`src/rtl/frc8_pkg.sv`:
```
`default_nettype none
// ----------------------------------------------------------------------------
// frc8_pkg
// types, constants and the crc-8 fold shared by the packet receiver modules
// ----------------------------------------------------------------------------
package frc8_pkg;

  localparam int StoreDepthDefault = 64;

  localparam logic [7:0] StartByte = 8'h00;
  localparam logic [7:0] CrcPoly   = 8'h8C;

  typedef enum logic [1:0] {
    PH_IDLE    = 2'd0,
    PH_LEN     = 2'd1,
    PH_COLLECT = 2'd2
  } phase_e;

  typedef enum logic {
    KIND_DATA  = 1'b0,
    KIND_ERROR = 1'b1
  } kind_e;

  typedef struct packed {
    logic       valid;
    logic       err;
    logic [7:0] count;
  } emit_cmd_t;

  // reflected crc-8, one byte folded in
  function automatic logic [7:0] crc8_fold(input logic [7:0] crc, input logic [7:0] b);
    logic [7:0] c;
    c = crc ^ b;
    for (int i = 0; i < 8; i++) begin
      c = c[0] ? ((c >> 1) ^ CrcPoly) : (c >> 1);
    end
    return c;
  endfunction

endpackage
`default_nettype wire

```
`src/rtl/frc8_store.sv`:
```
`default_nettype none
// ----------------------------------------------------------------------------
// frc8_store
// packet byte store, one write port and one registered read port
// ----------------------------------------------------------------------------
module frc8_store #(
  parameter int STORE_DEPTH = 64,
  localparam int AW = $clog2(STORE_DEPTH)
) (
  input  wire logic          clk_i,
  input  wire logic          we_i,
  input  wire logic [AW-1:0] waddr_i,
  input  wire logic [7:0]    wdata_i,
  input  wire logic          re_i,
  input  wire logic [AW-1:0] raddr_i,
  output logic      [7:0]    rdata_o
);

  logic [7:0] mem [STORE_DEPTH];

  always_ff @(posedge clk_i) begin
    if (we_i) begin
      mem[waddr_i] <= wdata_i;
    end
  end

  always_ff @(posedge clk_i) begin
    if (re_i) begin
      rdata_o <= mem[raddr_i];
    end
  end

endmodule
`default_nettype wire

```
`src/rtl/frc8_emit.sv`:
```
`default_nettype none
// ----------------------------------------------------------------------------
// frc8_emit
// drains a checked packet from the store, or sends the error result,
// through the output register
// ----------------------------------------------------------------------------
module frc8_emit
  import frc8_pkg::*;
#(
  parameter int STORE_DEPTH = 64,
  localparam int AW = $clog2(STORE_DEPTH)
) (
  input  wire logic          clk_i,
  input  wire logic          rst_ni,
  input  wire emit_cmd_t     cmd_i,
  output logic               busy_o,
  output logic               out_free_o,
  output logic               re_o,
  output logic      [AW-1:0] raddr_o,
  input  wire logic [7:0]    rdata_i,
  output logic               m_axis_tvalid,
  input  wire logic          m_axis_tready,
  output logic      [7:0]    m_axis_tdata,  // out_byte
  output logic               m_axis_tuser,  // result_kind
  output logic               m_axis_tlast   // last_flag
);

  logic [7:0]    rem_q, rem_d;
  logic [AW-1:0] addr_q, addr_d;
  logic          pend_q, pend_d;
  logic          pend_last_q, pend_last_d;
  logic          out_valid_q, out_valid_d;
  logic [7:0]    out_data_q, out_data_d;
  logic          out_kind_q, out_kind_d;
  logic          out_last_q, out_last_d;
  logic          issue;

  assign issue = (rem_q != 8'd0) && !pend_q && (!out_valid_q || m_axis_tready);

  always_comb begin
    rem_d       = rem_q;
    addr_d      = addr_q;
    pend_d      = issue;
    pend_last_d = pend_last_q;
    out_valid_d = out_valid_q;
    out_data_d  = out_data_q;
    out_kind_d  = out_kind_q;
    out_last_d  = out_last_q;
    if (out_valid_q && m_axis_tready) begin
      out_valid_d = 1'b0;
    end
    if (issue) begin
      rem_d       = rem_q - 8'd1;
      addr_d      = addr_q + AW'(1);
      pend_last_d = (rem_q == 8'd1);
    end
    if (pend_q) begin
      out_valid_d = 1'b1;
      out_data_d  = rdata_i;
      out_kind_d  = KIND_DATA;
      out_last_d  = pend_last_q;
    end
    if (cmd_i.valid) begin
      if (cmd_i.err) begin
        out_valid_d = 1'b1;
        out_data_d  = 8'd0;
        out_kind_d  = KIND_ERROR;
        out_last_d  = 1'b1;
      end else begin
        rem_d  = cmd_i.count;
        addr_d = AW'(1);
      end
    end
  end

  always_ff @(posedge clk_i or negedge rst_ni) begin
    if (!rst_ni) begin
      rem_q       <= 8'd0;
      pend_q      <= 1'b0;
      out_valid_q <= 1'b0;
    end else begin
      rem_q       <= rem_d;
      pend_q      <= pend_d;
      out_valid_q <= out_valid_d;
    end
  end

  always_ff @(posedge clk_i) begin
    addr_q      <= addr_d;
    pend_last_q <= pend_last_d;
    out_data_q  <= out_data_d;
    out_kind_q  <= out_kind_d;
    out_last_q  <= out_last_d;
  end

  assign busy_o        = (rem_q != 8'd0) || pend_q;
  assign out_free_o    = !out_valid_q;
  assign re_o          = issue;
  assign raddr_o       = addr_q;
  assign m_axis_tvalid = out_valid_q;
  assign m_axis_tdata  = out_data_q;
  assign m_axis_tuser  = out_kind_q;
  assign m_axis_tlast  = out_last_q;

`ifndef SYNTH
  a_pend_slot_free: assert property (@(posedge clk_i) disable iff (!rst_ni)
    pend_q |-> !out_valid_q)
    else $error("read data returns while output register is occupied");

  a_pend_loads: assert property (@(posedge clk_i) disable iff (!rst_ni)
    pend_q |=> out_valid_q)
    else $error("read data was not loaded into the output register");

  a_cmd_idle: assert property (@(posedge clk_i) disable iff (!rst_ni)
    cmd_i.valid |-> (!busy_o && !out_valid_q))
    else $error("emit command while a burst is running");

  a_error_final: assert property (@(posedge clk_i) disable iff (!rst_ni)
    (out_valid_q && out_kind_q == KIND_ERROR) |-> (out_last_q && out_data_q == 8'd0))
    else $error("error result is not a final zero byte");
`endif

endmodule
`default_nettype wire

```
`src/rtl/framed_packet_receiver_crc8_top.sv`:
```
`default_nettype none
// ----------------------------------------------------------------------------
// framed_packet_receiver_crc8_top
// framed packet receiver with reflected crc-8 check and store-and-forward
// ----------------------------------------------------------------------------
// Takes one 9-bit link symbol (tdata byte, tuser mark) per transfer. While a
// packet is being received a symbol is taken every cycle unless held off as
// below; the data bytes are written into an internal byte store of STORE_DEPTH
// entries. When the crc byte checks good, the stored bytes (up to
// STORE_DEPTH-1) leave on the master side through the registered store read,
// then the output register, a new read starting only once the last byte is in
// it; tlast marks the final byte. A bad crc gives one error result. Input
// transfers are held off while a burst is read out, and a crc byte waits until
// the output register is free. The store needs no clearing after reset.
module framed_packet_receiver_crc8_top
  import frc8_pkg::*;
#(
  parameter int STORE_DEPTH = StoreDepthDefault
) (
  input  wire logic       clk_i,
  input  wire logic       rst_ni,
  input  wire logic       s_axis_tvalid,
  output logic            s_axis_tready,
  input  wire logic [7:0] s_axis_tdata,   // symbol_byte
  input  wire logic       s_axis_tuser,   // mark_bit
  output logic            m_axis_tvalid,
  input  wire logic       m_axis_tready,
  output logic      [7:0] m_axis_tdata,   // out_byte
  output logic            m_axis_tuser,   // result_kind
  output logic            m_axis_tlast    // last_flag
);

  localparam int AW = $clog2(STORE_DEPTH);
  localparam logic [7:0] MaxCount = 8'(STORE_DEPTH - 1);
  localparam logic [8:0] DepthLim = 9'(STORE_DEPTH);

  phase_e     phase_q, phase_d;
  logic [7:0] fill_q, fill_d;
  logic [7:0] len_q, len_d;
  logic [7:0] crc_q, crc_d;

  logic          accept;
  logic          at_crc;
  logic          emit_busy;
  logic          out_free;
  logic [8:0]    slot;
  logic          we;
  logic          re;
  logic [AW-1:0] raddr;
  logic [7:0]    rdata;
  emit_cmd_t     cmd;

  assign at_crc        = (phase_q == PH_COLLECT) && (fill_q >= len_q);
  assign s_axis_tready = !emit_busy && !(at_crc && !out_free);
  assign accept        = s_axis_tvalid && s_axis_tready;
  assign slot          = {1'b0, fill_q} + 9'd1;

  // next state
  always_comb begin
    phase_d = phase_q;
    if (accept) begin
      unique case (phase_q)
        PH_IDLE: begin
          if (s_axis_tuser && s_axis_tdata == StartByte) begin
            phase_d = PH_LEN;
          end
        end
        PH_LEN: begin
          phase_d = (!s_axis_tuser && s_axis_tdata != 8'd0) ? PH_COLLECT : PH_IDLE;
        end
        PH_COLLECT: begin
          if (at_crc) begin
            phase_d = PH_IDLE;
          end
        end
        default: phase_d = PH_IDLE;
      endcase
    end
  end

  // datapath and outputs
  always_comb begin
    fill_d    = fill_q;
    len_d     = len_q;
    crc_d     = crc_q;
    we        = 1'b0;
    cmd.valid = 1'b0;
    cmd.err   = 1'b0;
    cmd.count = (len_q > MaxCount) ? MaxCount : len_q;
    if (accept) begin
      unique case (phase_q)
        PH_LEN: begin
          if (!s_axis_tuser && s_axis_tdata != 8'd0) begin
            len_d  = s_axis_tdata;
            fill_d = 8'd0;
            crc_d  = crc8_fold(8'd0, s_axis_tdata);
          end
        end
        PH_COLLECT: begin
          if (!at_crc) begin
            we     = (slot < DepthLim);
            crc_d  = crc8_fold(crc_q, s_axis_tdata);
            fill_d = fill_q + 8'd1;
          end else begin
            cmd.valid = 1'b1;
            cmd.err   = (crc8_fold(crc_q, s_axis_tdata) != 8'd0);
          end
        end
        default: ;
      endcase
    end
  end

  always_ff @(posedge clk_i or negedge rst_ni) begin
    if (!rst_ni) begin
      phase_q <= PH_IDLE;
      fill_q  <= 8'd0;
      len_q   <= 8'd0;
      crc_q   <= 8'd0;
    end else begin
      phase_q <= phase_d;
      fill_q  <= fill_d;
      len_q   <= len_d;
      crc_q   <= crc_d;
    end
  end

  frc8_store #(
    .STORE_DEPTH(STORE_DEPTH)
  ) u_store (
    .clk_i   (clk_i),
    .we_i    (we),
    .waddr_i (slot[AW-1:0]),
    .wdata_i (s_axis_tdata),
    .re_i    (re),
    .raddr_i (raddr),
    .rdata_o (rdata)
  );

  frc8_emit #(
    .STORE_DEPTH(STORE_DEPTH)
  ) u_emit (
    .clk_i         (clk_i),
    .rst_ni        (rst_ni),
    .cmd_i         (cmd),
    .busy_o        (emit_busy),
    .out_free_o    (out_free),
    .re_o          (re),
    .raddr_o       (raddr),
    .rdata_i       (rdata),
    .m_axis_tvalid (m_axis_tvalid),
    .m_axis_tready (m_axis_tready),
    .m_axis_tdata  (m_axis_tdata),
    .m_axis_tuser  (m_axis_tuser),
    .m_axis_tlast  (m_axis_tlast)
  );

endmodule
`default_nettype wire
```
`config.mk`:
```
export PLATFORM = sky130hd
export DESIGN_NAME = framed_packet_receiver_crc8_top
export DESIGN_NICKNAME = d
export VERILOG_FILES = /design/src/rtl/frc8_pkg.sv /design/src/rtl/frc8_store.sv /design/src/rtl/frc8_emit.sv /design/src/rtl/framed_packet_receiver_crc8_top.sv
export SDC_FILE = /design/constraint.sdc
export NUM_CORES = 1
export LEC_CHECK = 0
export BUFFER_PORTS_ARGS = -buffer_cell sky130_fd_sc_hd__buf_4
export CAP_MARGIN = 10
export CORE_MARGIN = 2
export CORE_UTILIZATION = 60
export CTS_BUF_LIST = sky130_fd_sc_hd__clkbuf_4 sky130_fd_sc_hd__clkbuf_8
export DETAILED_ROUTE_END_ITERATION = 12
export PLACE_DENSITY = 0.76
export SLEW_MARGIN = 10
export SYNTH_ARGS = -nofsm -noshare
export SYNTH_HDL_FRONTEND = slang
export SYNTH_SLANG_ARGS = --single-unit
```
`constraint.sdc`:
```
create_clock -name clk_i -period 5.03 [get_ports clk_i]
set_clock_uncertainty 0.05 [all_clocks]
set_input_delay 1.509 -clock clk_i [delete_from_list [all_inputs] [get_ports clk_i]]
set_output_delay 1.509 -clock clk_i [all_outputs]
set_load 0.01 [all_outputs]
```
==> qor.csv, run 1 <==
stage;metric;value;unit
status;status;finished clean;
route;dr.pass1.iters;5;
cts;hold_buffers;0;
cts;cts_sinks;573;
logic_synthesis;synthMuxAreaShare;16.7;%
setup_path;worstSetupPathType;flop to primary output;
die;initial_core_util;60.5;%
logic_synthesis;synth_top_family_by_area;multiplexers;
cts;clkLatencyLatePin;0.65;ns
logic_synthesis;synth.distinct_cells;50;
layout;antenna_cells;0;
grt;grt_pass1_wl;79300;um
route;drc_errors;0;
logic_synthesis;synth-seq-area-share;72.5;%
timing;fin_tns_setup;0;ns
setup_path;critical_path.endpoint_type;primary output;
cts;cts_root_buf;clkbuf_8;
logic_synthesis;synth.most_common_cell;edfxtp_1;
logic_synthesis;synthTopCellsByArea;edfxtp_1 (67%), mux4_2 (15%), dfrtp_1 (3.9%), nor4_1 (1.7%), dfxtp_1 (1.4%);
die;fp.dieW;201;um
timing;period_minus_slack;4.40;ns
place;gp_congestion;0.862;
setup_path;startpoint_type;flop;
cts;cts_tree;yes;
logic_synthesis;synthTopCellsByCount;edfxtp_1 (521), mux4_2 (160), nor4_1 (65);
die;num_io_pins;25;
route;drtIter0Drc;1588;
grt;grt_max_degree;70;
route;num_vias;12161;
logic_synthesis;yosys.area_share.simple;4.54;%
layout;areaGrowthSynthToFinish;12.7;%
cts;cts_resized;0;
die;dieArea;40400;um2
logic_synthesis;synthAdderAreaFrac;0.645;%
job;maxCapViolations;0;
die;dieHeight;201;um
logic_synthesis;yosys_warnings;0;
layout;layout-drive-gt1-share;32.4;%
grt;grt_pass1_vias;12155;
layout;final_area;26200;um2
setup_path;r2r_setup_slack;1.41;ns
logic_synthesis;synth-seq-cells;573;
layout;nFillCells;2429;
timing;drv_slew;0;
power_and_ir_drop;p_leak;8.61;nW
min_path;hold_class;flop to flop;
min_path;holdPathEnd;u_emit.m_axis_tlast;
logic_synthesis;synth_compound_area_share;1.66;%
timing;min_period_over_period;87.4;%
route;post_drt_wl_per_cell;28.0;um
grt;antenna_found_initial;1;
place;portBuffers;24;
min_path;hold_start;u_emit.pend_last_q;
setup_path;r2r_end;u_store.mem[23][0];
logic_synthesis;synth_ff_type;edfxtp_1;
grt;track_usage;27.0;%
timing;max_freq;0.227;GHz
power_and_ir_drop;p_per_area;477;nW/um2
timing;setup_viol;0;
cts;post_cts_buffers;0;
logic_synthesis;yosysTopAreaCell;edfxtp_1;
logic_synthesis;syn-num-nets;1200;
die;rows;72;
logic_synthesis;synth.avg_cell_area;19.8;um2
logic_synthesis;netlist.area_leader.share;67.2;%
setup_path;worstPathArrival;2.84;ns
timing;rsz0062_at_grt;no;
min_path;min_path_cells;1;
setup_path;crit_path_max_fanout;11;
timing;hold_viol;0;
timing;maxSlewHeadroom;26.9;%
place;hpwl;32000;um
cts;cts_buffers;87;
route;wl;52600;um
power_and_ir_drop;peakVddDrop;0.362;mV
setup_path;r2r_cells;6;
logic_synthesis;syn-cell-area;23300;um2
cts;path_clk_slew;0.06;ns
die;core;38500;um2
logic_synthesis;synth_edf_count;521;
place;dpl_cell_area;24600;um2
logic_synthesis;postSynthCellCount;1175;
grt;grt_overflow;0;
setup_path;critPathRequiredTime;3.47;ns
cts;h-tree-depth;3;
layout;nNetsFinal;1326;
cts;cts.path.max_buffers;3;
route;viasPerCell;6.47;
timing;tightest_slew;1.09;ns
logic_synthesis;async_flop_share;6.28;%
setup_path;r2r_start;fill_q[0];
route;ant_nets;0;
logic_synthesis;synth_xor_area_share;2.33;%
metal layers:
layer  global-route usage, %  share of wire (%)
met1                    39.6                 40
met2                    41.2                 47
met3                    5.84                9.3
met4                    9.23                3.2
met5                       0                  0
worst max-delay path: stages (launching register included):
cell and delay (ns):
dfrtp_1 0.52, inv_1 0.16, ha_1 0.22, nor3b_1 0.13, o21ai_0 0.43, a21oi_1 0.24, nor3b_1 0.27, nor2_1 0.08
buf_4 0.15
logic make-up after synthesis:
family	Yosys count
compound gates	55
xor+xnor	62
fa+ha+maj	12
buf+inv	86
flops	573
mux	186
simple gates	201
metrics by stage:
stage	utilization (%)	cells	setup WS, ns	hold slack (ns)	power (W)
after floorplan	-	1175	1.11	0.383	0.00794
after global placement	63.8	1730	1.02	0.387	0.00884
after detailed placement	63.8	1730	0.901	0.392	0.00892
after CTS	68.2	1881	0.624	0.403	0.0126
after global routing	68.2	1881	0.387	0.409	0.0130
final	68.2	1881	0.632	0.413	0.0125
area by class of cell:
type / count / area, um2 / area share [%]
sequential: 573 / 16900 / 64.3
multi-input combinational: 516 / 6140 / 23.4
clock buffer: 126 / 1530 / 5.85
timing repair buffer: 109 / 843 / 3.21
tap: 518 / 648 / 2.47
clock inverter: 25 / 138 / 0.525
inverter: 14 / 52.6 / 0.200
power breakdown:
group	total (W)	internal, W	switching, W	leakage (nW)
Clock	0.00370	0.00200	0.00171	0.890
Sequential	0.00572	0.00538	0.000335	5.31
Combinational	0.00310	0.00161	0.00149	2.41
Total	0.0125	0.00898	0.00353	8.61
state kept, by name, summed over array words and instances, names as in the netlist:
signal / count
crc_q: 8
fill_q: 8
len_q: 8
phase_q: 2
u_emit.m_axis_tdata: 8
u_emit.m_axis_tlast: 1
u_emit.m_axis_tuser: 1
u_emit.m_axis_tvalid: 1
u_emit.pend_last_q: 1
u_emit.pend_q: 1
u_emit.raddr_o: 6
u_emit.rem_q: 8
u_store.mem: 512
u_store.rdata_o: 8
how the worst max path moves through the flow:
stage	slack [ns]	to	start
6_report	0.63	s_axis_tready	fill_q[0]
5_1_grt	0.39	s_axis_tready	fill_q[0]
4_1_cts	0.62	s_axis_tready	fill_q[0]
3_5_place_dp	0.90	u_store.mem[22][0]	s_axis_tvalid
3_3_place_gp	1.02	u_store.mem[21][0]	s_axis_tvalid
2_1_floorplan	1.11	u_store.mem[14][0]	s_axis_tvalid
placed cells by master (no fill, tap or decap), types with 4 or more instances in the layout:
cell type,count
dfxtp_1,13
nor2b_1,5
o21ai_0,13
clkinv_2,5
edfxtp_1,521
o31ai_1,6
mux4_2,160
buf_4,107
nor3_1,5
clkinv_1,17
a21oi_1,4
ha_1,12
nor4_1,47
nand3_1,17
clkbuf_8,94
mux2_2,9
a22oi_1,16
clkbuf_4,32
dfrtp_1,36
mux2i_1,17
inv_1,14
nand2_1,39
nor2_1,41
nor4_2,18
xor2_1,29
and3_1,7
nand4_1,5
xnor2_1,33
Power figures use the tool's default switching activity.
==> run 2: changes to the inputs <==
Settings changed: CORE_ASPECT_RATIO from default to 0.5, SYNTH_HIERARCHICAL from default to 1.
==> qor.csv, run 2 <==
stage;metric;value;unit;change
logic_synthesis;yosysTopAreaCell;edfxtp_1;;
layout;layout-drive-gt1-share;26.2;%;-6.2 points
route;drc_errors;0;;unchanged
power_and_ir_drop;finalPower;0.0126;W;+0.27%
cts;h-tree-depth;3;;unchanged
setup_path;r2r_setup_slack;1.03;ns;-0.38 ns
job;maxCapViolations;0;;unchanged
status;status;finished clean;;
logic_synthesis;synth.avg_cell_area;18.1;um2;-8.7%
cts;path_clk_slew;0.07;ns;about the same
route;drtIter0Drc;1580;;-0.50%
layout;finalNonFillerCells;2007;;+6.7%
grt;grt_max_degree;70;;unchanged
cts;cts_resized;0;;unchanged
layout;final_cell_mix;edfxtp_1 (521), mux4_2 (126), nor2_1 (109);;
logic_synthesis;postSynthCellCount;1302;;+11%
layout;final_area;26100;um2;-0.44%
die;fp.dieW;284;um;+41%
route;viasPerCell;6.33;;-2.1%
setup_path;critical_path.endpoint_type;primary output;;
logic_synthesis;synthTopCellsByCount;edfxtp_1 (521), mux4_2 (126), nor2_1 (109);;
logic_synthesis;synth_ff_type;edfxtp_1;;
min_path;min_path_cells;2;;+1
layout;top_register;u_store/mem;;
die;dieHeight;144;um;-28%
route;ant_nets;0;;unchanged
cts;post_cts_buffers;0;;unchanged
timing;max_freq;0.229;GHz;+0.83%
timing;hold_viol;0;;unchanged
timing;drv_slew;0;;unchanged
grt;grt_overflow;0;;unchanged
setup_path;crit_path_max_fanout;10;;-1
route;dr.pass1.iters;6;;+1
grt;grt_pass1_vias;12637;;+4.0%
timing;period_minus_slack;4.36;ns;-0.0363 ns
layout;final_common_cell;edfxtp_1;;
layout;multi_input_area;6190;um2;+0.81%
die;initial_core_util;60.7;%;+0.21 points
layout;nFillCells;2452;;+0.95%
place;placed_cells;1864;;+7.7%
power_and_ir_drop;p_per_area;481;nW/um2;+0.72%
logic_synthesis;synth.distinct_cells;77;;+54%
logic_synthesis;synthTopCellsByArea;edfxtp_1 (66%), mux4_2 (12%), dfrtp_1 (3.8%), nor2_1 (1.7%), mux2i_1 (1.5%);;
place;portBuffers;24;;unchanged
min_path;hold_start;u_emit/m_axis_tuser;;
place;gp_congestion;0.842;;-2.3%
die;core;38800;um2;+0.86%
route;wl;52200;um;-0.75%
timing;setup_viol;0;;unchanged
cts;clkLatencyLatePin;0.64;ns;about the same
logic_synthesis;syn-cell-area;23500;um2;+1.2%
cts;cts_tree;yes;;
layout;areaGrowthSynthToFinish;10.9;%;
setup_path;critPathRequiredTime;3.47;ns;about the same
die;dieArea;40900;um2;+1.4%
setup_path;startpoint_type;flop;;
place;dpl_cell_area;24600;um2;+0.19%
timing;maxSlewHeadroom;35.9;%;+9.1 points
power_and_ir_drop;peakVddDrop;0.276;mV;-24%
logic_synthesis;synth.most_common_cell;edfxtp_1;;
die;rows;51;;-29%
setup_path;r2r_start;u_emit/rem_q[0];;
place;hpwl;32900;um;+2.9%
logic_synthesis;synth_edf_count;521;;unchanged
min_path;holdPathEnd;u_emit/m_axis_tuser;;
grt;antenna_found_initial;3;;+2
timing;fin_tns_setup;0;ns;unchanged
cts;cts.path.max_buffers;3;;unchanged
setup_path;r2r_cells;14;;+8
timing;tightest_slew;0.937;ns;-0.151 ns
logic_synthesis;synth-seq-cells;573;;unchanged
min_path;hold_class;flop to flop;;
route;post_drt_wl_per_cell;26.0;um;-7.0%
power_and_ir_drop;p_leak;8.62;nW;+0.17%
layout;regArea;16900;um2;about the same
layout;finish.utilization;67.3;%;-0.88 points
grt;grt_pass1_wl;78500;um;-1.0%
setup_path;worstPathArrival;2.80;ns;-0.04 ns
logic_synthesis;yosys_warnings;6;;+6
cts;hold_buffers;0;;unchanged
layout;largest_register_ffs;512;;unchanged
logic_synthesis;netlist.area_leader.share;66.4;%;-0.80 points
logic_synthesis;synth-seq-area-share;71.6;%;-0.87 points
cts;cts_root_buf;clkbuf_8;;
logic_synthesis;async_flop_share;6.28;%;unchanged
route;num_vias;12707;;+4.5%
timing;rsz0062_at_grt;no;;
setup_path;worstSetupPathType;flop to primary output;;
cts;cts_buffers;79;;-9.2%
setup_path;r2r_end;u_store/mem[12][2];;
cts;cts_sinks;573;;unchanged
timing;min_period_over_period;86.7;%;-0.72 points
layout;nNetsFinal;1440;;+8.6%
grt;track_usage;26.1;%;-0.88 points
die;num_io_pins;25;;unchanged
[run 2: changes by cell type after synthesis, moves of 12 or more]
cell,change
nand2_1,+23
nor4_1,-61
mux2i_1,+18
nand3_1,+12
mux4_2,-34
nor2_1,+68
xor2_1,-17
a21oi_1,+15
nor2b_1,+13
[run 2: per-stage QoR]
stage          setup WS [ns]  hold WS (ns)
2_1_floorplan           1.12         0.388
3_3_place_gp           0.756         0.395
3_5_place_dp           0.647         0.396
4_1_cts                0.648         0.408
5_1_grt                0.528         0.450
6_report               0.669         0.409
[run 2: worst max path at each step]
stage	to	from	slack, ns	depth (start not counted)
finish	s_axis_tready	fill_q[0]	0.67	8
global route	s_axis_tready	fill_q[0]	0.53	8
CTS	s_axis_tready	fill_q[0]	0.65	8
detailed placement	u_emit/rem_q[1]	s_axis_tdata[1]	0.65	7
global placement	u_emit/rem_q[5]	s_axis_tdata[1]	0.76	9
floorplan	u_store/mem[62][0]	s_axis_tvalid	1.12	8
[run 2: power breakdown]
group	internal, W	switching (W)
clock	0.00177	0.00168
sequential	0.00539	0.000430
combinational	0.00158	0.00169
total	0.00875	0.00381
[run 2: layer usage]
layer  share of wire (%)  GRT usage, %  wire [um]
met5               0.019             0         10
met4                 1.8          7.20        964
met3                 9.3          5.50       4870
met2                  47          41.3      24700
met1                  41          37.8      21600
[run 2: cell type report]
| type | count | area share (%) |
|---|---|---|
| diodes | 2 | 0.0192 |
| clock buffers | 103 | 4.92 |
| clock inverters | 38 | 0.834 |
| inverters | 19 | 0.273 |
| multi-input cells | 640 | 23.7 |
| flip-flops and latches | 573 | 64.6 |
| well taps | 530 | 2.54 |
| repair buffers | 102 | 3.08 |
[run 2: kinds of logic (layout without fill, tap and decap cells)]
kind of cell / after synthesis / count (layout) / synth area share (%)
adders and majority gates: 12 / 12 / 0.638
xor gates and xnor gates: 43 / 43 / 1.89
DFF: 573 / 573 / 71.6
muxes: 175 / 175 / 14.2
and+or+nand+nor: 279 / 279 / 5.58
buffers and inverters: 90 / 262 / 2.10
other: 1 / 4 / 0.0159
AOI/OAI and AO/OA: 129 / 129 / 3.95
[run 2: worst max-delay path: stages, from the launching register on]
cell and delay (ns):
dfrtp_1 0.45, inv_1 0.30, ha_1 0.29, nand2b_1 0.14, a21oi_1 0.19, o21ai_1 0.11, a21o_1 0.28, a31oi_1 0.24
buf_4 0.16
